$ cat src/rtl/subtractive_lagged_rng_unit_assert.svh
// Assertion macros for the subtractive random generator top level.
`ifndef SUBTRACTIVE_LAGGED_RNG_UNIT_ASSERT_SVH
`define SUBTRACTIVE_LAGGED_RNG_UNIT_ASSERT_SVH

`ifndef ASSERT_OFF
`define SLRNG_ASSERT(lbl, clk, rstn, prop) \
    lbl: assert property (@(posedge clk) disable iff (!(rstn)) (prop)) \
        else $error("assertion failed");
`define SLRNG_NEVER(lbl, clk, rstn, cond) \
    lbl: assert property (@(posedge clk) disable iff (!(rstn)) !(cond)) \
        else $error("forbidden condition seen");
`else
`define SLRNG_ASSERT(lbl, clk, rstn, prop)
`define SLRNG_NEVER(lbl, clk, rstn, cond)
`endif

`endif

$ cat src/rtl/slrng_pkg.sv
// Types and constants of the subtractive random generator.
package slrng_pkg;

    localparam int TABLE_LEN    = 55;
    localparam int VALUE_W      = 30;
    localparam int SEED_W       = 28;
    localparam int IDX_W        = 6;
    localparam int SCATTER_STEP = 21;
    localparam int LAG_OFFSET   = 30;
    localparam int LAG_START    = 31;
    localparam int MIX_PASSES   = 4;

    localparam logic [VALUE_W-1:0] MODULUS   = 30'd1000000000;
    localparam logic [SEED_W-1:0]  SEED_BASE = 28'd161803398;

    typedef struct packed {
        logic              kind;
        logic [SEED_W-1:0] seed;
    } t_in;

    typedef struct packed {
        logic [VALUE_W-1:0] value;
        logic               was_reseeded;
    } t_out;

endpackage

$ cat src/rtl/subtractive_lagged_rng_unit.sv
// Top level of the subtractive random generator with its table and sequencer.
//
// Usage: one input word per request on the in channel (kind, seed) and one
// result word per request on the out channel (value, was_reseeded). Both
// channels use valid/ready handshakes.
// A draw request (kind 0 on a seeded table) goes from acceptance to the
// result register through a table read of both ring entries, then a write
// of the difference together with the result load. The sequencer then
// returns to idle, so a new draw is accepted only once the last is done.
// The table has a two-read, one-write port; one subtractor serves all steps.
// A reseed request (kind 1, or the first request after reset) adds the
// seeding walk before its draw: a write of the top entry, 54 scatter steps
// and 4 passes of 55 mixing steps, each a table read and then a write.
// Only one request is in work at a time; the in channel is ready when idle.
// Reset clears the sequencer, the ring indices and the seeded flag; the
// table itself is filled by the first request, which always seeds.
// The result sits in an output register; a new request is accepted while it
// waits, and its write-back stalls until the receiver has taken the old one.
module subtractive_lagged_rng_unit (
    input  logic            i_clk,
    input  logic            i_rst_n,
    input  logic            i_in_valid,
    output logic            o_in_ready,
    input  slrng_pkg::t_in  i_in_data,
    output logic            o_out_valid,
    input  logic            i_out_ready,
    output slrng_pkg::t_out o_out_data
);
    import slrng_pkg::*;

    localparam logic [2:0] ST_IDLE     = 3'd0;
    localparam logic [2:0] ST_SEED_TOP = 3'd1;
    localparam logic [2:0] ST_SCAT     = 3'd2;
    localparam logic [2:0] ST_MIX_RD   = 3'd3;
    localparam logic [2:0] ST_MIX_WR   = 3'd4;
    localparam logic [2:0] ST_DRW_RD   = 3'd5;
    localparam logic [2:0] ST_DRW_WR   = 3'd6;

    localparam logic [IDX_W-1:0] LAST_IDX  = IDX_W'(TABLE_LEN);
    localparam logic [IDX_W-1:0] LAST_SCAT = IDX_W'(TABLE_LEN - 1);
    localparam logic [1:0]       LAST_PASS = 2'(MIX_PASSES - 1);

    function automatic logic [IDX_W-1:0] advance(input logic [IDX_W-1:0] idx);
        logic [IDX_W-1:0] res;
        if (idx >= LAST_IDX || idx == '0) begin
            res = IDX_W'(1);
        end else begin
            res = idx + IDX_W'(1);
        end
        return res;
    endfunction

    logic [VALUE_W-1:0] mem [0:TABLE_LEN-1];

    logic [2:0]         r_state, n_state;
    logic [IDX_W-1:0]   r_step, n_step;
    logic [1:0]         r_pass, n_pass;
    logic [IDX_W-1:0]   r_pos, n_pos;
    logic [VALUE_W-1:0] r_cur, n_cur;
    logic [VALUE_W-1:0] r_prev, n_prev;
    logic [IDX_W-1:0]   r_lead, n_lead;
    logic [IDX_W-1:0]   r_lag, n_lag;
    logic               r_seeded, n_seeded;
    logic               r_resd, n_resd;
    logic               r_out_valid, n_out_valid;
    t_out               r_out, n_out;
    logic [VALUE_W-1:0] r_rd_a, r_rd_b;

    logic               mem_we;
    logic [IDX_W-1:0]   mem_waddr;
    logic [VALUE_W-1:0] mem_wdata;
    logic               rd_en;
    logic [IDX_W-1:0]   rd_addr_a, rd_addr_b;

    logic [VALUE_W-1:0] sub_a, sub_b, sub_diff;
    logic [SEED_W-1:0]  seed_sat;
    logic [IDX_W:0]     pos_sum, other_sum;
    logic [IDX_W-1:0]   adv_lead, adv_lag;
    logic               in_take, out_free;

    slrng_submod u_submod (
        .i_a    (sub_a),
        .i_b    (sub_b),
        .o_diff (sub_diff)
    );

    assign o_in_ready  = (r_state == ST_IDLE);
    assign o_out_valid = r_out_valid;
    assign o_out_data  = r_out;

    assign in_take  = i_in_valid && o_in_ready;
    assign out_free = !r_out_valid || i_out_ready;
    assign seed_sat = (i_in_data.seed > SEED_BASE) ? SEED_BASE : i_in_data.seed;
    assign pos_sum  = {1'b0, r_pos} + (IDX_W+1)'(SCATTER_STEP);
    assign other_sum = {1'b0, r_step} + (IDX_W+1)'(LAG_OFFSET);
    assign adv_lead = advance(r_lead);
    assign adv_lag  = advance(r_lag);

    always_comb begin
        n_state     = r_state;
        n_step      = r_step;
        n_pass      = r_pass;
        n_pos       = r_pos;
        n_cur       = r_cur;
        n_prev      = r_prev;
        n_lead      = r_lead;
        n_lag       = r_lag;
        n_seeded    = r_seeded;
        n_resd      = r_resd;
        n_out_valid = r_out_valid && !i_out_ready;
        n_out       = r_out;
        mem_we      = 1'b0;
        mem_waddr   = '0;
        mem_wdata   = r_prev;
        rd_en       = 1'b0;
        rd_addr_a   = '0;
        rd_addr_b   = '0;
        sub_a       = r_rd_a;
        sub_b       = r_rd_b;
        case (r_state)
            ST_IDLE: begin
                if (in_take) begin
                    if (i_in_data.kind || !r_seeded) begin
                        n_cur    = {{(VALUE_W-SEED_W){1'b0}}, SEED_BASE - seed_sat};
                        n_prev   = VALUE_W'(1);
                        n_pos    = IDX_W'(SCATTER_STEP);
                        n_step   = IDX_W'(1);
                        n_lead   = '0;
                        n_lag    = IDX_W'(LAG_START);
                        n_seeded = 1'b1;
                        n_resd   = 1'b1;
                        n_state  = ST_SEED_TOP;
                    end else begin
                        n_resd  = 1'b0;
                        n_state = ST_DRW_RD;
                    end
                end
            end
            ST_SEED_TOP: begin
                mem_we    = 1'b1;
                mem_waddr = LAST_IDX - IDX_W'(1);
                mem_wdata = r_cur;
                n_state   = ST_SCAT;
            end
            ST_SCAT: begin
                sub_a     = r_cur;
                sub_b     = r_prev;
                mem_we    = 1'b1;
                mem_waddr = r_pos - IDX_W'(1);
                mem_wdata = r_prev;
                n_prev    = sub_diff;
                n_cur     = r_prev;
                n_pos     = (pos_sum >= (IDX_W+1)'(TABLE_LEN))
                          ? IDX_W'(pos_sum - (IDX_W+1)'(TABLE_LEN)) : pos_sum[IDX_W-1:0];
                if (r_step == LAST_SCAT) begin
                    n_step  = IDX_W'(1);
                    n_pass  = '0;
                    n_state = ST_MIX_RD;
                end else begin
                    n_step = r_step + IDX_W'(1);
                end
            end
            ST_MIX_RD: begin
                rd_en     = 1'b1;
                rd_addr_a = r_step - IDX_W'(1);
                rd_addr_b = (other_sum >= (IDX_W+1)'(TABLE_LEN))
                          ? IDX_W'(other_sum - (IDX_W+1)'(TABLE_LEN)) : other_sum[IDX_W-1:0];
                n_state   = ST_MIX_WR;
            end
            ST_MIX_WR: begin
                mem_we    = 1'b1;
                mem_waddr = r_step - IDX_W'(1);
                mem_wdata = sub_diff;
                n_state   = ST_MIX_RD;
                if (r_step == LAST_IDX) begin
                    n_step = IDX_W'(1);
                    n_pass = r_pass + 2'd1;
                    if (r_pass == LAST_PASS) begin
                        n_state = ST_DRW_RD;
                    end
                end else begin
                    n_step = r_step + IDX_W'(1);
                end
            end
            ST_DRW_RD: begin
                rd_en     = 1'b1;
                rd_addr_a = adv_lead - IDX_W'(1);
                rd_addr_b = adv_lag - IDX_W'(1);
                n_lead    = adv_lead;
                n_lag     = adv_lag;
                n_state   = ST_DRW_WR;
            end
            ST_DRW_WR: begin
                if (out_free) begin
                    mem_we      = 1'b1;
                    mem_waddr   = r_lead - IDX_W'(1);
                    mem_wdata   = sub_diff;
                    n_out_valid = 1'b1;
                    n_out.value = sub_diff;
                    n_out.was_reseeded = r_resd;
                    n_state     = ST_IDLE;
                end
            end
            default: begin
                n_state = ST_IDLE;
            end
        endcase
    end

    always_ff @(posedge i_clk) begin
        if (mem_we) begin
            mem[mem_waddr] <= mem_wdata;
        end
        if (rd_en) begin
            r_rd_a <= mem[rd_addr_a];
            r_rd_b <= mem[rd_addr_b];
        end
    end

    always_ff @(posedge i_clk) begin
        if (!i_rst_n) begin
            r_state     <= ST_IDLE;
            r_step      <= '0;
            r_pass      <= '0;
            r_lead      <= '0;
            r_lag       <= IDX_W'(LAG_START);
            r_seeded    <= 1'b0;
            r_out_valid <= 1'b0;
        end else begin
            r_state     <= n_state;
            r_step      <= n_step;
            r_pass      <= n_pass;
            r_lead      <= n_lead;
            r_lag       <= n_lag;
            r_seeded    <= n_seeded;
            r_out_valid <= n_out_valid;
        end
    end

    always_ff @(posedge i_clk) begin
        r_pos  <= n_pos;
        r_cur  <= n_cur;
        r_prev <= n_prev;
        r_resd <= n_resd;
        r_out  <= n_out;
    end

`include "subtractive_lagged_rng_unit_assert.svh"

    `SLRNG_ASSERT(a_value_range, i_clk, i_rst_n, o_out_valid |-> (o_out_data.value < MODULUS))
    `SLRNG_ASSERT(a_reseed_start, i_clk, i_rst_n, (in_take && i_in_data.kind) |=> (r_state == ST_SEED_TOP))
    `SLRNG_ASSERT(a_out_source, i_clk, i_rst_n, $rose(o_out_valid) |-> ($past(r_state) == ST_DRW_WR))
    `SLRNG_NEVER(a_lead_range, i_clk, i_rst_n, r_seeded && (r_state == ST_IDLE) && (r_lead == '0 || r_lead > LAST_IDX))

endmodule

$ cat src/rtl/slrng_submod.sv
// Shared modular subtractor: (a - b) mod 10^9 for operands below 10^9.
module slrng_submod (
    input  logic [slrng_pkg::VALUE_W-1:0] i_a,
    input  logic [slrng_pkg::VALUE_W-1:0] i_b,
    output logic [slrng_pkg::VALUE_W-1:0] o_diff
);
    import slrng_pkg::*;

    logic [VALUE_W:0] wrap_sum;

    assign wrap_sum = {1'b0, i_a} + {1'b0, MODULUS} - {1'b0, i_b};
    assign o_diff   = (i_a >= i_b) ? (i_a - i_b) : wrap_sum[VALUE_W-1:0];

endmodule
$ cat config.mk
export PLATFORM = sky130hd
export DESIGN_NAME = subtractive_lagged_rng_unit
export DESIGN_NICKNAME = d
export VERILOG_FILES = /design/src/rtl/slrng_pkg.sv /design/src/rtl/subtractive_lagged_rng_unit.sv /design/src/rtl/slrng_submod.sv
export VERILOG_INCLUDE_DIRS = /design/src /design/src/rtl
export SDC_FILE = /design/constraint.sdc
export NUM_CORES = 2
export LEC_CHECK = 0
export ABC_CLOCK_PERIOD_IN_PS = 10050
export BUFFER_PORTS_ARGS = -buffer_cell sky130_fd_sc_hd__buf_4
export CAP_MARGIN = 15
export CORE_MARGIN = 2
export CORE_UTILIZATION = 64
export CTS_CLUSTER_SIZE = 20
export DETAILED_ROUTE_END_ITERATION = 8
export PLACE_DENSITY_LB_ADDON = 0.3
export SLEW_MARGIN = 20
export SYNTH_ARGS = -nofsm -noshare
export SYNTH_HDL_FRONTEND = slang
export SYNTH_SLANG_ARGS = --single-unit
$ cat constraint.sdc
create_clock -name i_clk -period 10.05 [get_ports i_clk]
set_input_delay 3.015 -clock i_clk [delete_from_list [all_inputs] [get_ports i_clk]]
set_output_delay 3.015 -clock i_clk [all_outputs]
set_load 0.01 [all_outputs]
==> qor.json <==
{
  "routing": {
    "finalWirelength_um": 314000,
    "drtPass1Iterations": 9,
    "via_count": 70300,
    "ant_nets": 0,
    "drt_drc_violations_left": 0,
    "drt-initial-drc-count": 12100,
    "routed_wire_length_per_instance_um": 32.5,
    "via_per_inst": 7.27
  },
  "floorplan": {
    "num_rows": 139,
    "die_area_um2": 147000,
    "floorplan.core_area_um2": 143000,
    "die_h_um": 384,
    "dieWidth_um": 384,
    "io-pin-count": 66,
    "effective_utilization_at_floorplan": 0.644
  },
  "yosys": {
    "sequential_element_share_of_the_synthesized_area": 0.593,
    "postSynthCellCount": 7735,
    "postSynth.asyncResetShare": 0,
    "number_of_synthesized_flops_with_an_enable_pin": 1808,
    "synth.yosys.warnings": 0,
    "syn-mean-instance-area_um2": 11.9,
    "synthDistinctLibCells": 104,
    "mappedNetlistArea_um2": 92400,
    "syn_nets": 7868,
    "yosys_most_used_dff": "edfxtp_1",
    "synth.ff_latch_count": 1833
  },
  "place": {
    "dpl.cell_count": 9302,
    "place.detailed.hpwl_um": 189000,
    "gp_congestion": 1.04,
    "post_dp_cell_area_um2": 95300,
    "count_of_buffers_from_port_buffering": 65
  },
  "setup_path": {
    "worst-path-buf-inv": 3,
    "r2r_cells": 14,
    "worst-r2r-setup-slack_ns": 2.62,
    "timing.rr.end": "mem[4][1]$_DFFE_PP_",
    "r2r_start": "r_state[0]$_SDFFE_PN0P_",
    "critical_path.cell_chain": "or3b_4 > buf_4 > a21boi_0 > ha_1 > a31oi_1 > a31oi_2 > a32oi_1 > o31ai_2 > a31oi_2 > a31oi_4 > buf_4 > mux2i_1 > o21ai_4 > buf_4",
    "cpLargestDelayFamily": "compound AO/OA/AOI/OAI gates",
    "worst_setup_start_kind": "register",
    "setup.worst_path.class": "register to register",
    "critical-path-max-stage-delay_ns": 0.99,
    "critPathMaxFanout": 58,
    "critical_path_required_time_ns": 10.62,
    "critPathSlowestCell": "a31oi_4",
    "critical_path.endpoint_type": "register",
    "critPathArrivalTime_ns": 8.00,
    "critical-path-top-cell-by-count": "buf_4"
  },
  "grt": {
    "grt_antenna_before_repair": 35,
    "m1_gr_usage": 0.527,
    "grt-ovfl-total": 0,
    "met3_usage": 0.169,
    "grt_pass1_vias": 67500,
    "grt.busiest_layer": "met2",
    "grt_first_pass_wirelength_um": 452000,
    "grt_use_total": 0.425,
    "grt_met2_use": 0.612,
    "maximum_number_of_pins_on_one_net_before_global_route_repair": 176
  },
  "cts": {
    "cts_sinks": 1833,
    "total_cts_buffers": 187,
    "largest_buffer_count_on_any_clock_path": 3,
    "clk_latency_ns": 0.87,
    "post_cts_resize_count": 0,
    "cts.repair_timing.setup_buffer_count": 0,
    "clk_root_buffer_cell": "clkbuf_16",
    "cts_tree": "done",
    "htreeDepth": 4,
    "cts_hold_buffers": 0,
    "clk_transition_reported_paths_ns": 0.06
  },
  "layout": {
    "syn_to_final_growth_pct": 10.2,
    "layout.cells.most_common_list": "nand2_1, edfxtp_1, a21oi_1, mux4_2, nand3_1",
    "fin_area_um2": 102000,
    "stdcell_count": 9669,
    "mostFrequentLayoutCell": "nand2_1",
    "ratio_of_cells_with_drive_above_1_in_the_final_layout": 0.144,
    "design.final.nets": 7729,
    "fillCellCount": 9366
  },
  "timing": {
    "max_slew_margin": 0.0906,
    "timing.setup.tns_ns": 0,
    "maxClockFrequency_ghz": 0.135,
    "report.final.setup_viol": 0,
    "slew_viol_final": 0,
    "worst_clock_skew_ns": 0.0668,
    "rsz0062_at_grt": "false",
    "min_period_over_period": 0.739,
    "post-route-min-period_ns": 7.43,
    "worst-slew-pin-transition_ns": 1.36,
    "final_hold_viol_count": 0
  },
  "pwr": {
    "worst_ir_drop_vdd_v": 0.000171,
    "p_per_area_nw_per_um2": 225,
    "netSwitchingPower_w": 0.00763,
    "net_sw_frac": 0.333,
    "total_leakage_power_nw": 34.9,
    "internal-power_w": 0.0153,
    "power_frac_clock": 0.312,
    "combPwrFrac": 0.254,
    "seq_power_share": 0.434
  },
  "min_path": {
    "min_delay_worst_endpoint": "o_out_data[0]$_DFFE_PP_",
    "holdPathStages": 0,
    "class_of_the_tightest_hold_or_removal_check": "register to register",
    "timing.hold.worst.start": "r_resd$_DFFE_PP_"
  },
  "flow_run": {
    "maxCapViolCount": 0
  },
  "outcome": {
    "status": "finished, final reports clean"
  }
}
worst max-delay path by stage:
stage / start / endpoint / depth (start not counted)
6_report: r_state[0]$_SDFFE_PN0P_ / mem[4][1]$_DFFE_PP_ / 14
5_1_grt: r_state[0]$_SDFFE_PN0P_ / mem[25][1]$_DFFE_PP_ / 14
4_1_cts: r_state[0]$_SDFFE_PN0P_ / mem[25][1]$_DFFE_PP_ / 14
3_5_place_dp: i_out_ready / mem[26][16]$_DFFE_PP_ / 7
3_3_place_gp: i_out_ready / mem[27][16]$_DFFE_PP_ / 7
2_1_floorplan: r_state[0]$_SDFFE_PN0P_ / mem[0][22]$_DFFE_PP_ / 20
cell families (layout without fill, tap and decap cells):
family,count (synthesis),in the layout,share of synthesized area
xor gates and xnor gates,112,112,0.0107
DFF,1833,1833,0.593
muxes,468,468,0.104
buffers and inverters,685,706,0.0321
and+or+nand+nor,2801,2801,0.129
other,0,10,0
adders and majority gates,105,105,0.0152
AOI/OAI and AO/OA,1731,1731,0.116
power groups by stage:
stage	logic, W	clock network [W]	registers [W]
finish	0.00582	0.00714	0.00994
global route	0.00601	0.00742	0.00996
CTS	0.00549	0.00712	0.00994
detailed placement	0.00546	0	0.0101
global placement	0.00533	0	0.0101
floorplan	0.00310	0	0.0101
flip-flops by register name (all words and copies together), names as in the netlist, 2 cells and up:
register    count
mem          1650
o_out_data     31
r_cur          30
r_prev         30
r_rd_a         30
r_rd_b         30
r_lag           6
r_lead          6
r_pos           6
r_step          6
r_state         3
r_pass          2
synth_stat cells, drive strengths merged (6+ instances only):
cell    instances  area [um^2]
or2             6         37.5
a32oi          59          517
nand3         285         1430
o211ai         38          285
inv           104          390
o21a           10         75.1
a211o           6         61.3
buf           227         1250
a211oi        190         1440
a21o           15          113
a22oi          65          488
a22o            7         61.3
nand3b          6         45.0
dfxtp          25          500
a311o          29          290
a31oi         200         1280
xor2           47          412
xnor2          65          577
a21boi         20          154
nand4          13         81.3
mux4          390         8780
edfxtp       1808        54300
o21ai         259         1300
nand2        1861         6990
clkbuf        354         1330
a311oi         33          289
a21oi         661         3310
nor2b          36          225
ha             87         1090
nor3           83          537
nor4            8         56.3
o31ai          10         95.1
and3           43          269
fa             13          260
o221ai          6         52.6
nand2b         23          144
mux2i          75          751
or3            14         87.6
o21bai          6         45.0
and2          133          835
nor2          277         1050
o22ai          74          475
layout make-up:
| cell class | instances | area, um^2 | area share |
|---|---|---|---|
| diodes | 10 | 25.0 | 0.000246 |
| clock buffers | 224 | 4840 | 0.0475 |
| clock inverters | 125 | 1380 | 0.0136 |
| inverters | 104 | 390 | 0.00384 |
| multi-input cells | 5217 | 35600 | 0.350 |
| flip-flops and latches | 1833 | 54800 | 0.538 |
| well taps | 1903 | 2380 | 0.0234 |
| repair buffers | 253 | 2370 | 0.0233 |
metal layers:
metal / part of all wire / wire length [um]
met1: 0.32 / 100000
met2: 0.43 / 135000
met3: 0.17 / 52100
met4: 0.085 / 26800
met5: 0.00066 / 207
stage by stage:
stage	hold WS [ns]	worst slack [ns]	utilization	total power, W
final	0.439	2.62	0.709	0.0229
after global routing	0.457	2.41	0.709	0.0234
after CTS	0.449	2.88	0.708	0.0225
after detailed placement	0.432	2.88	0.664	0.0156
after global placement	0.435	2.97	0.663	0.0154
after floorplan	0.400	1.27	-	0.0132
Note: power is estimated with default switching activity, not from simulation.
